`src/hw/rtl/seven_segment_command_encoder_assert.svh`:
```
// assertion macros for the seven-segment command encoder
// expects clk and rst_n in the scope of each use
`ifndef SEVEN_SEGMENT_COMMAND_ENCODER_ASSERT_SVH
`define SEVEN_SEGMENT_COMMAND_ENCODER_ASSERT_SVH

// same-cycle implication, checked out of reset
`define SSCE_ASSERT_IMPLY(lbl, ante, cons, msg) \
    lbl: assert property (@(posedge clk) disable iff (!rst_n) (ante) |-> (cons)) \
        else $error(msg);

// next-cycle implication, checked out of reset
`define SSCE_ASSERT_NEXT(lbl, ante, cons, msg) \
    lbl: assert property (@(posedge clk) disable iff (!rst_n) (ante) |=> (cons)) \
        else $error(msg);

`endif

```
`src/hw/rtl/ssce_pkg.sv`:
```
// shared constants and types of the seven-segment command encoder
// no dependencies
`default_nettype none

package ssce_pkg;

    localparam int NUM_DOTS  = 6;
    localparam int DOT_IDX_W = (NUM_DOTS > 1) ? $clog2(NUM_DOTS) : 1;

    localparam logic [7:0] CMD_CURSOR = 8'h79;
    localparam logic [7:0] CMD_DOTS   = 8'h77;
    localparam logic [7:0] CMD_CLEAR  = 8'h76;
    localparam logic [7:0] CH_MINUS   = 8'h2D;
    localparam logic [7:0] CH_ZERO    = 8'h30;

    localparam logic [1:0] MODE_NUMBER = 2'd0;
    localparam logic [1:0] MODE_CHAR   = 2'd1;
    localparam logic [1:0] MODE_DOT    = 2'd2;
    localparam logic [1:0] MODE_CLEAR  = 2'd3;

    localparam logic signed [31:0] NUM_MAX = 32'sd180;
    localparam logic signed [31:0] NUM_MIN = -32'sd180;

    localparam int QUEUE_DEPTH = 2;
    localparam int QPTR_W      = $clog2(QUEUE_DEPTH);

    // one classified command waiting for the byte sequencer
    typedef struct packed {
        logic [1:0]          mode;
        logic [2:0]          position;
        logic [3:0][7:0]     chars;
        logic [NUM_DOTS-1:0] mask;
    } ssce_entry_t;

    typedef struct packed {
        logic full;
        logic empty;
    } ssce_q_stat_t;

endpackage

`default_nettype wire

```
`src/hw/rtl/ssce_if.sv`:
```
// handshake channels of the seven-segment command encoder
// command channel in, display byte channel out; no dependencies
`default_nettype none

interface ssce_cmd_if;
    logic               valid;
    logic               ready;
    logic [1:0]         mode;
    logic signed [31:0] number;
    logic [7:0]         char_value;
    logic [2:0]         position;
    logic               dot_on;

    modport source (output valid, mode, number, char_value, position, dot_on, input ready);
    modport sink (input valid, mode, number, char_value, position, dot_on, output ready);
endinterface

interface ssce_byte_if;
    logic       valid;
    logic       ready;
    logic [7:0] out_byte;
    logic       last;

    modport source (output valid, out_byte, last, input ready);
    modport sink (input valid, out_byte, last, output ready);
endinterface

`default_nettype wire

```
`src/hw/rtl/seven_segment_command_encoder.sv`:
```
// top level of the seven-segment command encoder
// depends on ssce_pkg, ssce_if, ssce_front, ssce_queue, ssce_back and the assert header
`default_nettype none

`include "seven_segment_command_encoder_assert.svh"

// Takes display commands on cmd and sends the serial byte stream for a 4-digit
// seven-segment module on disp, one byte per clock while disp is ready. A number
// command gives 12 bytes, a character command 3, a dot command 2 and a clear
// command 1, all sent by the single byte sequencer through its output register.
// The front end renders the command and updates the dot mask in the accept
// cycle and writes it into a two-entry queue; the command being sent keeps its
// entry until its last byte is loaded, so one more command waits behind it.
// The first byte of a command is registered in the queue entry and then in the
// output register before it is presented on disp; the last byte of each command
// is flagged with last.
module seven_segment_command_encoder (
    input  wire         clk,
    input  wire         rst_n,
    ssce_cmd_if.sink    cmd,
    ssce_byte_if.source disp
);
    import ssce_pkg::*;

    ssce_entry_t  push_entry;
    ssce_entry_t  head;
    ssce_q_stat_t q_stat;
    logic         push;
    logic         pop;

    ssce_front u_front (
        .clk    (clk),
        .rst_n  (rst_n),
        .cmd    (cmd),
        .q_stat (q_stat),
        .push   (push),
        .entry  (push_entry)
    );

    ssce_queue u_queue (
        .clk        (clk),
        .rst_n      (rst_n),
        .push       (push),
        .push_entry (push_entry),
        .pop        (pop),
        .head       (head),
        .q_stat     (q_stat)
    );

    ssce_back u_back (
        .clk    (clk),
        .rst_n  (rst_n),
        .head   (head),
        .q_stat (q_stat),
        .pop    (pop),
        .disp   (disp)
    );

    `SSCE_ASSERT_IMPLY(a_no_push_full, push, !q_stat.full, "item pushed into full queue")
    `SSCE_ASSERT_IMPLY(a_no_pop_empty, pop, !q_stat.empty, "pop from empty queue")
    `SSCE_ASSERT_NEXT(a_pop_shows_last, pop, disp.valid && disp.last, "pop without last byte shown")

endmodule

`default_nettype wire

```
`src/hw/rtl/ssce_front.sv`:
```
// front end: accepts commands, renders numbers to characters, keeps the dot mask
// depends on ssce_pkg and ssce_if
`default_nettype none

module ssce_front (
    input  wire                   clk,
    input  wire                   rst_n,
    ssce_cmd_if.sink              cmd,
    input  ssce_pkg::ssce_q_stat_t q_stat,
    output logic                  push,
    output ssce_pkg::ssce_entry_t entry
);
    import ssce_pkg::*;

    logic [NUM_DOTS-1:0] dot_mask_reg;
    logic [NUM_DOTS-1:0] dot_mask_next;
    logic                accept;
    logic signed [8:0]   clamp_v;
    logic                neg;
    logic [7:0]          mag;
    logic                hund;
    logic [6:0]          rem;
    logic [17:0]         tprod;
    logic [3:0]          tens;
    logic [6:0]          ten_x;
    logic [3:0]          ones;
    logic [3:0][7:0]     num_chars;

    assign cmd.ready = !q_stat.full;
    assign accept    = cmd.valid && cmd.ready;
    assign push      = accept;

    // clamp and split into decimal digits, magnitude is at most 180
    always_comb
    begin
        if (cmd.number > NUM_MAX)
        begin
            clamp_v = 9'sd180;
        end
        else if (cmd.number < NUM_MIN)
        begin
            clamp_v = -9'sd180;
        end
        else
        begin
            clamp_v = cmd.number[8:0];
        end
        neg   = clamp_v[8];
        mag   = neg ? 8'(-clamp_v) : clamp_v[7:0];
        hund  = (mag >= 8'd100);
        rem   = 7'(hund ? (mag - 8'd100) : mag);
        // divide by ten via reciprocal, exact below 1029
        tprod = 18'(rem) * 18'd205;
        tens  = 4'(tprod >> 11);
        ten_x = 7'({3'b000, tens} * 7'd10);
        ones  = 4'(rem - ten_x);

        num_chars[0] = (neg && hund) ? CH_MINUS : CH_ZERO;
        num_chars[1] = (neg && !hund && (mag >= 8'd10)) ? CH_MINUS
                                                         : (CH_ZERO + 8'(hund));
        num_chars[2] = (neg && (mag < 8'd10)) ? CH_MINUS : (CH_ZERO + 8'(tens));
        num_chars[3] = CH_ZERO + 8'(ones);
    end

    always_comb
    begin
        dot_mask_next = dot_mask_reg;
        if (accept && (cmd.mode == MODE_DOT) && ({1'b0, cmd.position} < 4'(NUM_DOTS)))
        begin
            dot_mask_next[cmd.position[DOT_IDX_W-1:0]] = cmd.dot_on;
        end
    end

    always_comb
    begin
        entry.mode     = cmd.mode;
        entry.position = cmd.position;
        entry.mask     = dot_mask_next;
        if (cmd.mode == MODE_NUMBER)
        begin
            entry.chars = num_chars;
        end
        else
        begin
            entry.chars    = '0;
            entry.chars[0] = cmd.char_value;
        end
    end

    always_ff @(posedge clk or negedge rst_n)
    begin
        if (!rst_n)
        begin
            dot_mask_reg <= '0;
        end
        else
        begin
            dot_mask_reg <= dot_mask_next;
        end
    end

endmodule

`default_nettype wire

```
`src/hw/rtl/ssce_queue.sv`:
```
// short command queue between the front end and the byte sequencer
// depends on ssce_pkg
`default_nettype none

module ssce_queue (
    input  wire                    clk,
    input  wire                    rst_n,
    input  wire                    push,
    input  ssce_pkg::ssce_entry_t  push_entry,
    input  wire                    pop,
    output ssce_pkg::ssce_entry_t  head,
    output ssce_pkg::ssce_q_stat_t q_stat
);
    import ssce_pkg::*;

    ssce_entry_t       mem_reg [QUEUE_DEPTH];
    logic [QPTR_W-1:0] wr_ptr_reg;
    logic [QPTR_W-1:0] rd_ptr_reg;
    logic [QPTR_W:0]   count_reg;
    logic [QPTR_W:0]   count_next;

    assign head         = mem_reg[rd_ptr_reg];
    assign q_stat.full  = (count_reg == (QPTR_W + 1)'(QUEUE_DEPTH));
    assign q_stat.empty = (count_reg == '0);

    always_comb
    begin
        count_next = count_reg;
        if (push && !pop)
        begin
            count_next = count_reg + 1'b1;
        end
        else if (pop && !push)
        begin
            count_next = count_reg - 1'b1;
        end
    end

    always_ff @(posedge clk)
    begin
        if (push)
        begin
            mem_reg[wr_ptr_reg] <= push_entry;
        end
    end

    always_ff @(posedge clk or negedge rst_n)
    begin
        if (!rst_n)
        begin
            wr_ptr_reg <= '0;
            rd_ptr_reg <= '0;
            count_reg  <= '0;
        end
        else
        begin
            if (push)
            begin
                wr_ptr_reg <= QPTR_W'(wr_ptr_reg + 1'b1);
            end
            if (pop)
            begin
                rd_ptr_reg <= QPTR_W'(rd_ptr_reg + 1'b1);
            end
            count_reg <= count_next;
        end
    end

endmodule

`default_nettype wire

```
`src/hw/rtl/ssce_back.sv`:
```
// byte sequencer: walks the head command into an output register, one byte per
// cycle while that register is free; depends on ssce_pkg and ssce_if
`default_nettype none

module ssce_back (
    input  wire                    clk,
    input  wire                    rst_n,
    input  ssce_pkg::ssce_entry_t  head,
    input  ssce_pkg::ssce_q_stat_t q_stat,
    output logic                   pop,
    ssce_byte_if.source            disp
);
    import ssce_pkg::*;

    logic [1:0] grp_reg;
    logic [1:0] sub_reg;
    logic       out_valid_reg;
    logic [7:0] out_byte_reg;
    logic       out_last_reg;
    logic       load;
    logic [7:0] byte_val;
    logic       byte_last;

    assign disp.valid    = out_valid_reg;
    assign disp.out_byte = out_byte_reg;
    assign disp.last     = out_last_reg;

    assign load = (!out_valid_reg || disp.ready) && !q_stat.empty;
    assign pop  = load && byte_last;

    // sub_reg picks the byte within a three-byte cursor group, grp_reg the group
    always_comb
    begin
        byte_val  = '0;
        byte_last = 1'b0;
        case (head.mode)
            MODE_NUMBER, MODE_CHAR:
            begin
                case (sub_reg)
                    2'd0:
                    begin
                        byte_val = CMD_CURSOR;
                    end
                    2'd1:
                    begin
                        byte_val = (head.mode == MODE_NUMBER) ? {6'b0, grp_reg}
                                                              : {5'b0, head.position};
                    end
                    2'd2:
                    begin
                        byte_val  = head.chars[grp_reg];
                        byte_last = (head.mode == MODE_CHAR) || (grp_reg == 2'd3);
                    end
                    default:
                    begin
                        byte_val  = '0;
                        byte_last = 1'b1;
                    end
                endcase
            end
            MODE_DOT:
            begin
                byte_val  = (sub_reg == 2'd0) ? CMD_DOTS : 8'(head.mask);
                byte_last = (sub_reg != 2'd0);
            end
            default:
            begin
                byte_val  = CMD_CLEAR;
                byte_last = 1'b1;
            end
        endcase
    end

    always_ff @(posedge clk or negedge rst_n)
    begin
        if (!rst_n)
        begin
            grp_reg       <= '0;
            sub_reg       <= '0;
            out_valid_reg <= 1'b0;
        end
        else
        begin
            if (load)
            begin
                out_valid_reg <= 1'b1;
                if (byte_last)
                begin
                    grp_reg <= '0;
                    sub_reg <= '0;
                end
                else if (sub_reg == 2'd2)
                begin
                    grp_reg <= grp_reg + 1'b1;
                    sub_reg <= '0;
                end
                else
                begin
                    sub_reg <= sub_reg + 1'b1;
                end
            end
            else if (disp.ready)
            begin
                out_valid_reg <= 1'b0;
            end
        end
    end

    always_ff @(posedge clk)
    begin
        if (load)
        begin
            out_byte_reg <= byte_val;
            out_last_reg <= byte_last;
        end
    end

endmodule

`default_nettype wire
```
`src/flat_wrapper.sv`:
```
// flat-port wrapper written by rule: the top's interface ports become plain ports
module seven_segment_command_encoder_flat import ssce_pkg::*;
  (clk, rst_n, cmd_valid, cmd_mode, cmd_number, cmd_char_value, cmd_position, cmd_dot_on, cmd_ready, disp_valid, disp_out_byte, disp_last, disp_ready);
  ssce_cmd_if cmd_i ();
  ssce_byte_if disp_i ();
  input  wire clk;
  input  wire rst_n;
  input wire logic [$bits(cmd_i.valid)-1:0] cmd_valid;
  input wire logic [$bits(cmd_i.mode)-1:0] cmd_mode;
  input wire logic [$bits(cmd_i.number)-1:0] cmd_number;
  input wire logic [$bits(cmd_i.char_value)-1:0] cmd_char_value;
  input wire logic [$bits(cmd_i.position)-1:0] cmd_position;
  input wire logic [$bits(cmd_i.dot_on)-1:0] cmd_dot_on;
  output wire logic [$bits(cmd_i.ready)-1:0] cmd_ready;
  output wire logic [$bits(disp_i.valid)-1:0] disp_valid;
  output wire logic [$bits(disp_i.out_byte)-1:0] disp_out_byte;
  output wire logic [$bits(disp_i.last)-1:0] disp_last;
  input wire logic [$bits(disp_i.ready)-1:0] disp_ready;
  assign cmd_i.valid = cmd_valid;
  assign cmd_i.mode = cmd_mode;
  assign cmd_i.number = cmd_number;
  assign cmd_i.char_value = cmd_char_value;
  assign cmd_i.position = cmd_position;
  assign cmd_i.dot_on = cmd_dot_on;
  assign cmd_ready = cmd_i.ready;
  assign disp_valid = disp_i.valid;
  assign disp_out_byte = disp_i.out_byte;
  assign disp_last = disp_i.last;
  assign disp_i.ready = disp_ready;
  seven_segment_command_encoder u_core (.clk(clk), .rst_n(rst_n), .cmd(cmd_i), .disp(disp_i));
endmodule
```
`config.mk`:
```
export PLATFORM = sky130hd
export DESIGN_NAME = seven_segment_command_encoder_flat
export DESIGN_NICKNAME = d
export VERILOG_FILES = /design/src/hw/rtl/ssce_pkg.sv /design/src/hw/rtl/ssce_if.sv /design/src/hw/rtl/seven_segment_command_encoder.sv /design/src/hw/rtl/ssce_front.sv /design/src/hw/rtl/ssce_queue.sv /design/src/hw/rtl/ssce_back.sv /design/src/flat_wrapper.sv
export VERILOG_INCLUDE_DIRS = /design/src /design/src/hw/rtl
export SDC_FILE = /design/constraint.sdc
export NUM_CORES = 1
export LEC_CHECK = 0
export BUFFER_PORTS_ARGS = -buffer_cell sky130_fd_sc_hd__buf_2
export CORE_ASPECT_RATIO = 1.2
export CORE_MARGIN = 5
export CORE_UTILIZATION = 40
export DETAILED_ROUTE_END_ITERATION = 7
export MAX_ROUTING_LAYER = met4
export SLEW_MARGIN = 20
export SYNTH_ARGS = -nofsm -noshare
export SYNTH_HDL_FRONTEND = slang
export SYNTH_SLANG_ARGS = --single-unit
```
`constraint.sdc`:
```
create_clock -name clk -period 3.27 [get_ports clk]
set_input_delay 0.327 -clock clk [delete_from_list [all_inputs] [get_ports clk]]
set_output_delay 0.327 -clock clk [all_outputs]
set_load 0.005 [all_outputs]
```
==> results.sh <==
export IMPL_fin_crit_sh_pct=217
export IMPL_clockRootBuffer="clkbuf_16"
export IMPL_cts_sinks=88
export IMPL_firstDrtPassIters=5
export IMPL_largest_reg_flops=64
export IMPL_crit_path_max_incr_delay_ns=0.52
export IMPL_drive_above_1_share_pct=42.3
export IMPL_cts_max_level=3
export IMPL_die_x_um=116
export IMPL_ff2ff_path_depth=10
export IMPL_syn_to_final_growth_pct=37.4
export IMPL_drc=0
export IMPL_skew_ns=0.00655
export IMPL_yosysWarnings=0
export IMPL_hpwl_um=9710
export IMPL_setup_slack_ns=-3.81
export IMPL_avgSynthCellArea_um2=11.9
export IMPL_start_util_pct=40.6
export IMPL_drv_cap=0
export IMPL_hold_depth=1
export IMPL_leakage_nw=3.07
export IMPL_final_util_pct=55.8
export IMPL_power_mw=4.05
export IMPL_synth_edf_count=73
export IMPL_hold_violations=0
export IMPL_postSynthCellCount=448
export IMPL_arrival_ns=7.25
export IMPL_antenna_cells=0
export IMPL_post_route_min_period_ns=7.08
export IMPL_die_h_um=137
export IMPL_hp_start="cmd_mode[0]"
export IMPL_path_buf_inv=5
export IMPL_grt_max_degree=33
export IMPL_clock_power_share_pct=30.4
export IMPL_gp_congestion=0.891
export IMPL_port_buffers=60
export IMPL_p_comb_share_pct=26.8
export IMPL_p_per_area_nw_per_um2=551
export IMPL_hold_class="primary input to flop"
export IMPL_power_frac_seq_pct=42.8
export IMPL_cts_max_path_buffers=2
export IMPL_rsz0062_at_grt="yes"
export IMPL_async_reset_ff_share_pct=17.0
export IMPL_r2r_start="u_core.u_queue.rd_ptr_reg$_DFFE_PN0P_"
export IMPL_maxSlewHeadroom_pct=60.2
export IMPL_cp_slowest_cell="or4_4"
export IMPL_grt_pass1_wl_um=20900
export IMPL_swShare_pct=28.0
export IMPL_min_to="u_core.u_queue.mem_reg[0][40]$_DFFE_PP_"
export IMPL_switching_power_mw=1.14
export IMPL_r2r_slack_ns=1.02
export IMPL_multi_input_area_um2=2890
export IMPL_ant_nets=0
export IMPL_vias_per_cell=5.28
export IMPL_die_area_um2=15800
export IMPL_tns_ns=-46.96
export IMPL_end_kind="flop"
export IMPL_coreArea_um2=13200
export IMPL_synth_cell_area_um2=5350
export IMPL_whs_ns=0.208
export IMPL_ys_flop_type="edfxtp_1"
export IMPL_grt_pass1_vias=4485
export IMPL_drt_wirelength_per_cell_um=16.3
export IMPL_path_max_fanout=4
export IMPL_intPower_mw=2.92
export IMPL_yosysUniqueCellTypes=65
export IMPL_drv_slew=0
export IMPL_cts_reportedPaths_clkPinSlew_ns=0.06
export IMPL_status="complete, but fails checks"
export IMPL_track_usage_pct=17.5
export IMPL_cts_tree="yes"
export IMPL_nets=708
export IMPL_gr_total_overflow=0
export IMPL_insertion_delay_ns=0.34
export IMPL_start_kind="primary input"
export IMPL_worstSetupPathType="primary input to flop"
export IMPL_max_freq_mhz=141
export IMPL_num_rows=46
export IMPL_r2r_end="u_core.u_queue.count_reg[1]$_DFFE_PN0P_"
export IMPL_vdd_drop_max_uv=489
export IMPL_path_delay_family="adder cells"
export IMPL_seqCellArea_um2=2570
export IMPL_fillers=1069
export IMPL_setup_violations=14
export IMPL_cts_buffers=9
export IMPL_syn_nets=544
export IMPL_ios=61
export IMPL_antenna_found_initial=0
export IMPL_wl_um=12800
export IMPL_tightest_slew_ns=0.580
export IMPL_violations="setup timing"
export IMPL_seq_area_frac_synth_pct=48.0
export IMPL_via_count=4145
export IMPL_first_iter_violations=185
export IMPL_crit_required_ns=3.44
export IMPL_ys_seq_elements=88
area by class of cell:
class                   instances  area share (%)
inverters                      33            1.69
well taps                     168            2.86
flip-flops and latches         88            34.9
multi-input cells             311            39.4
clock inverters                 7            1.94
repair buffers                169            16.1
clock buffers                   9            3.06
worst reg2reg max path: stages, from the launching register on:
cell and delay (ns):
dfrtp_1 0.35, buf_4 0.23, mux2_2 0.46, o21ai_0 0.18
nand2b_1 0.10, o41a_1 0.14, nand2_1 0.12, ha_1 0.17
xor2_1 0.16, nor2_1 0.07, xor2_1 0.14
power groups by stage:
stage	Sequential, mW	Clock, mW	Combinational [mW]
6_report	1.73	1.23	1.09
5_1_grt	1.77	1.31	1.20
4_1_cts	1.74	1.26	1.11
3_5_place_dp	1.76	0	1.10
3_3_place_gp	1.75	0	1.08
2_1_floorplan	1.71	0	0.758
cell usage in the layout, fill, tap and decap left out, drive strengths merged, types with 7 or more instances in the layout:
| cell | synthesis | layout |
|---|---|---|
| clkbuf | 12 | 9 |
| nor2b | 7 | 7 |
| mux2 | 14 | 14 |
| xnor2 | 8 | 8 |
| inv | 33 | 34 |
| nor4 | 9 | 9 |
| nand2b | 9 | 9 |
| dfrtp | 15 | 15 |
| nor2 | 28 | 28 |
| fa | 9 | 9 |
| mux4 | 8 | 8 |
| nand2 | 25 | 25 |
| nor3 | 10 | 10 |
| mux2i | 16 | 16 |
| nand4 | 10 | 10 |
| xor2 | 7 | 7 |
| o21ai | 13 | 13 |
| a21oi | 18 | 18 |
| edfxtp | 73 | 73 |
| buf | 4 | 168 |
| or2 | 7 | 7 |
| ha | 37 | 37 |
synthesized netlist by cell type (10+ instances only):
library cell / number / area, um^2
edfxtp_1: 73 / 2190
a21oi_1: 17 / 85.1
dfrtp_1: 15 / 375
clkbuf_1: 12 / 45.0
nand4_1: 10 / 62.6
mux2_2: 14 / 158
inv_1: 33 / 124
nor2_1: 28 / 105
nand2_1: 25 / 93.8
mux2i_1: 15 / 150
ha_1: 37 / 463
kinds of logic after synthesis:
family | after synthesis | synth area share, %
AOI/OAI and AO/OA | 85 | 11.8
DFF | 88 | 48.0
buffers and inverters | 49 | 3.67
and+or+nand+nor | 127 | 12.4
adders and majority gates | 46 | 12.0
muxes | 38 | 9.55
xor gates and xnor gates | 15 | 2.46
worst max-delay path by stage:
stage	from	endpoint	slack, ns	depth (start not counted)
6_report	cmd_number[15]	u_core.u_queue.mem_reg[1][33]$_DFFE_PP_	-3.81	34
5_1_grt	cmd_number[12]	u_core.u_queue.mem_reg[0][33]$_DFFE_PP_	-4.14	36
4_1_cts	cmd_number[12]	u_core.u_queue.mem_reg[0][33]$_DFFE_PP_	-3.77	34
3_5_place_dp	cmd_number[14]	u_core.u_queue.mem_reg[0][33]$_DFFE_PP_	-4.41	33
3_3_place_gp	cmd_number[14]	u_core.u_queue.mem_reg[0][33]$_DFFE_PP_	-4.12	35
2_1_floorplan	cmd_number[14]	u_core.u_queue.mem_reg[0][33]$_DFFE_PP_	-4.09	37
layer usage:
layer / routed length [um] / track usage (%)
met3: 534 / 2.92
met5: 0 / -
met2: 6970 / 32.3
met4: 354 / 7.63
met1: 4960 / 18.1
stage by stage:
stage          area [um^2]  instances  worst slack, ns
2_1_floorplan         5440        448            -4.09
3_3_place_gp          6570        750            -4.12
3_5_place_dp          6570        750            -4.41
4_1_cts               7220        777            -3.77
5_1_grt               7350        785            -4.14
6_report              7350        785            -3.81
repair_timing:
action,4_1_cts,5_1_grt
hold endpoints to repair,15,0
pin swaps,40,20
setup buffers,12,8
hold buffers,1,0
setup endpoints to repair,14,20
gates resized for setup,27,14
Power figures use the tool's default switching activity.
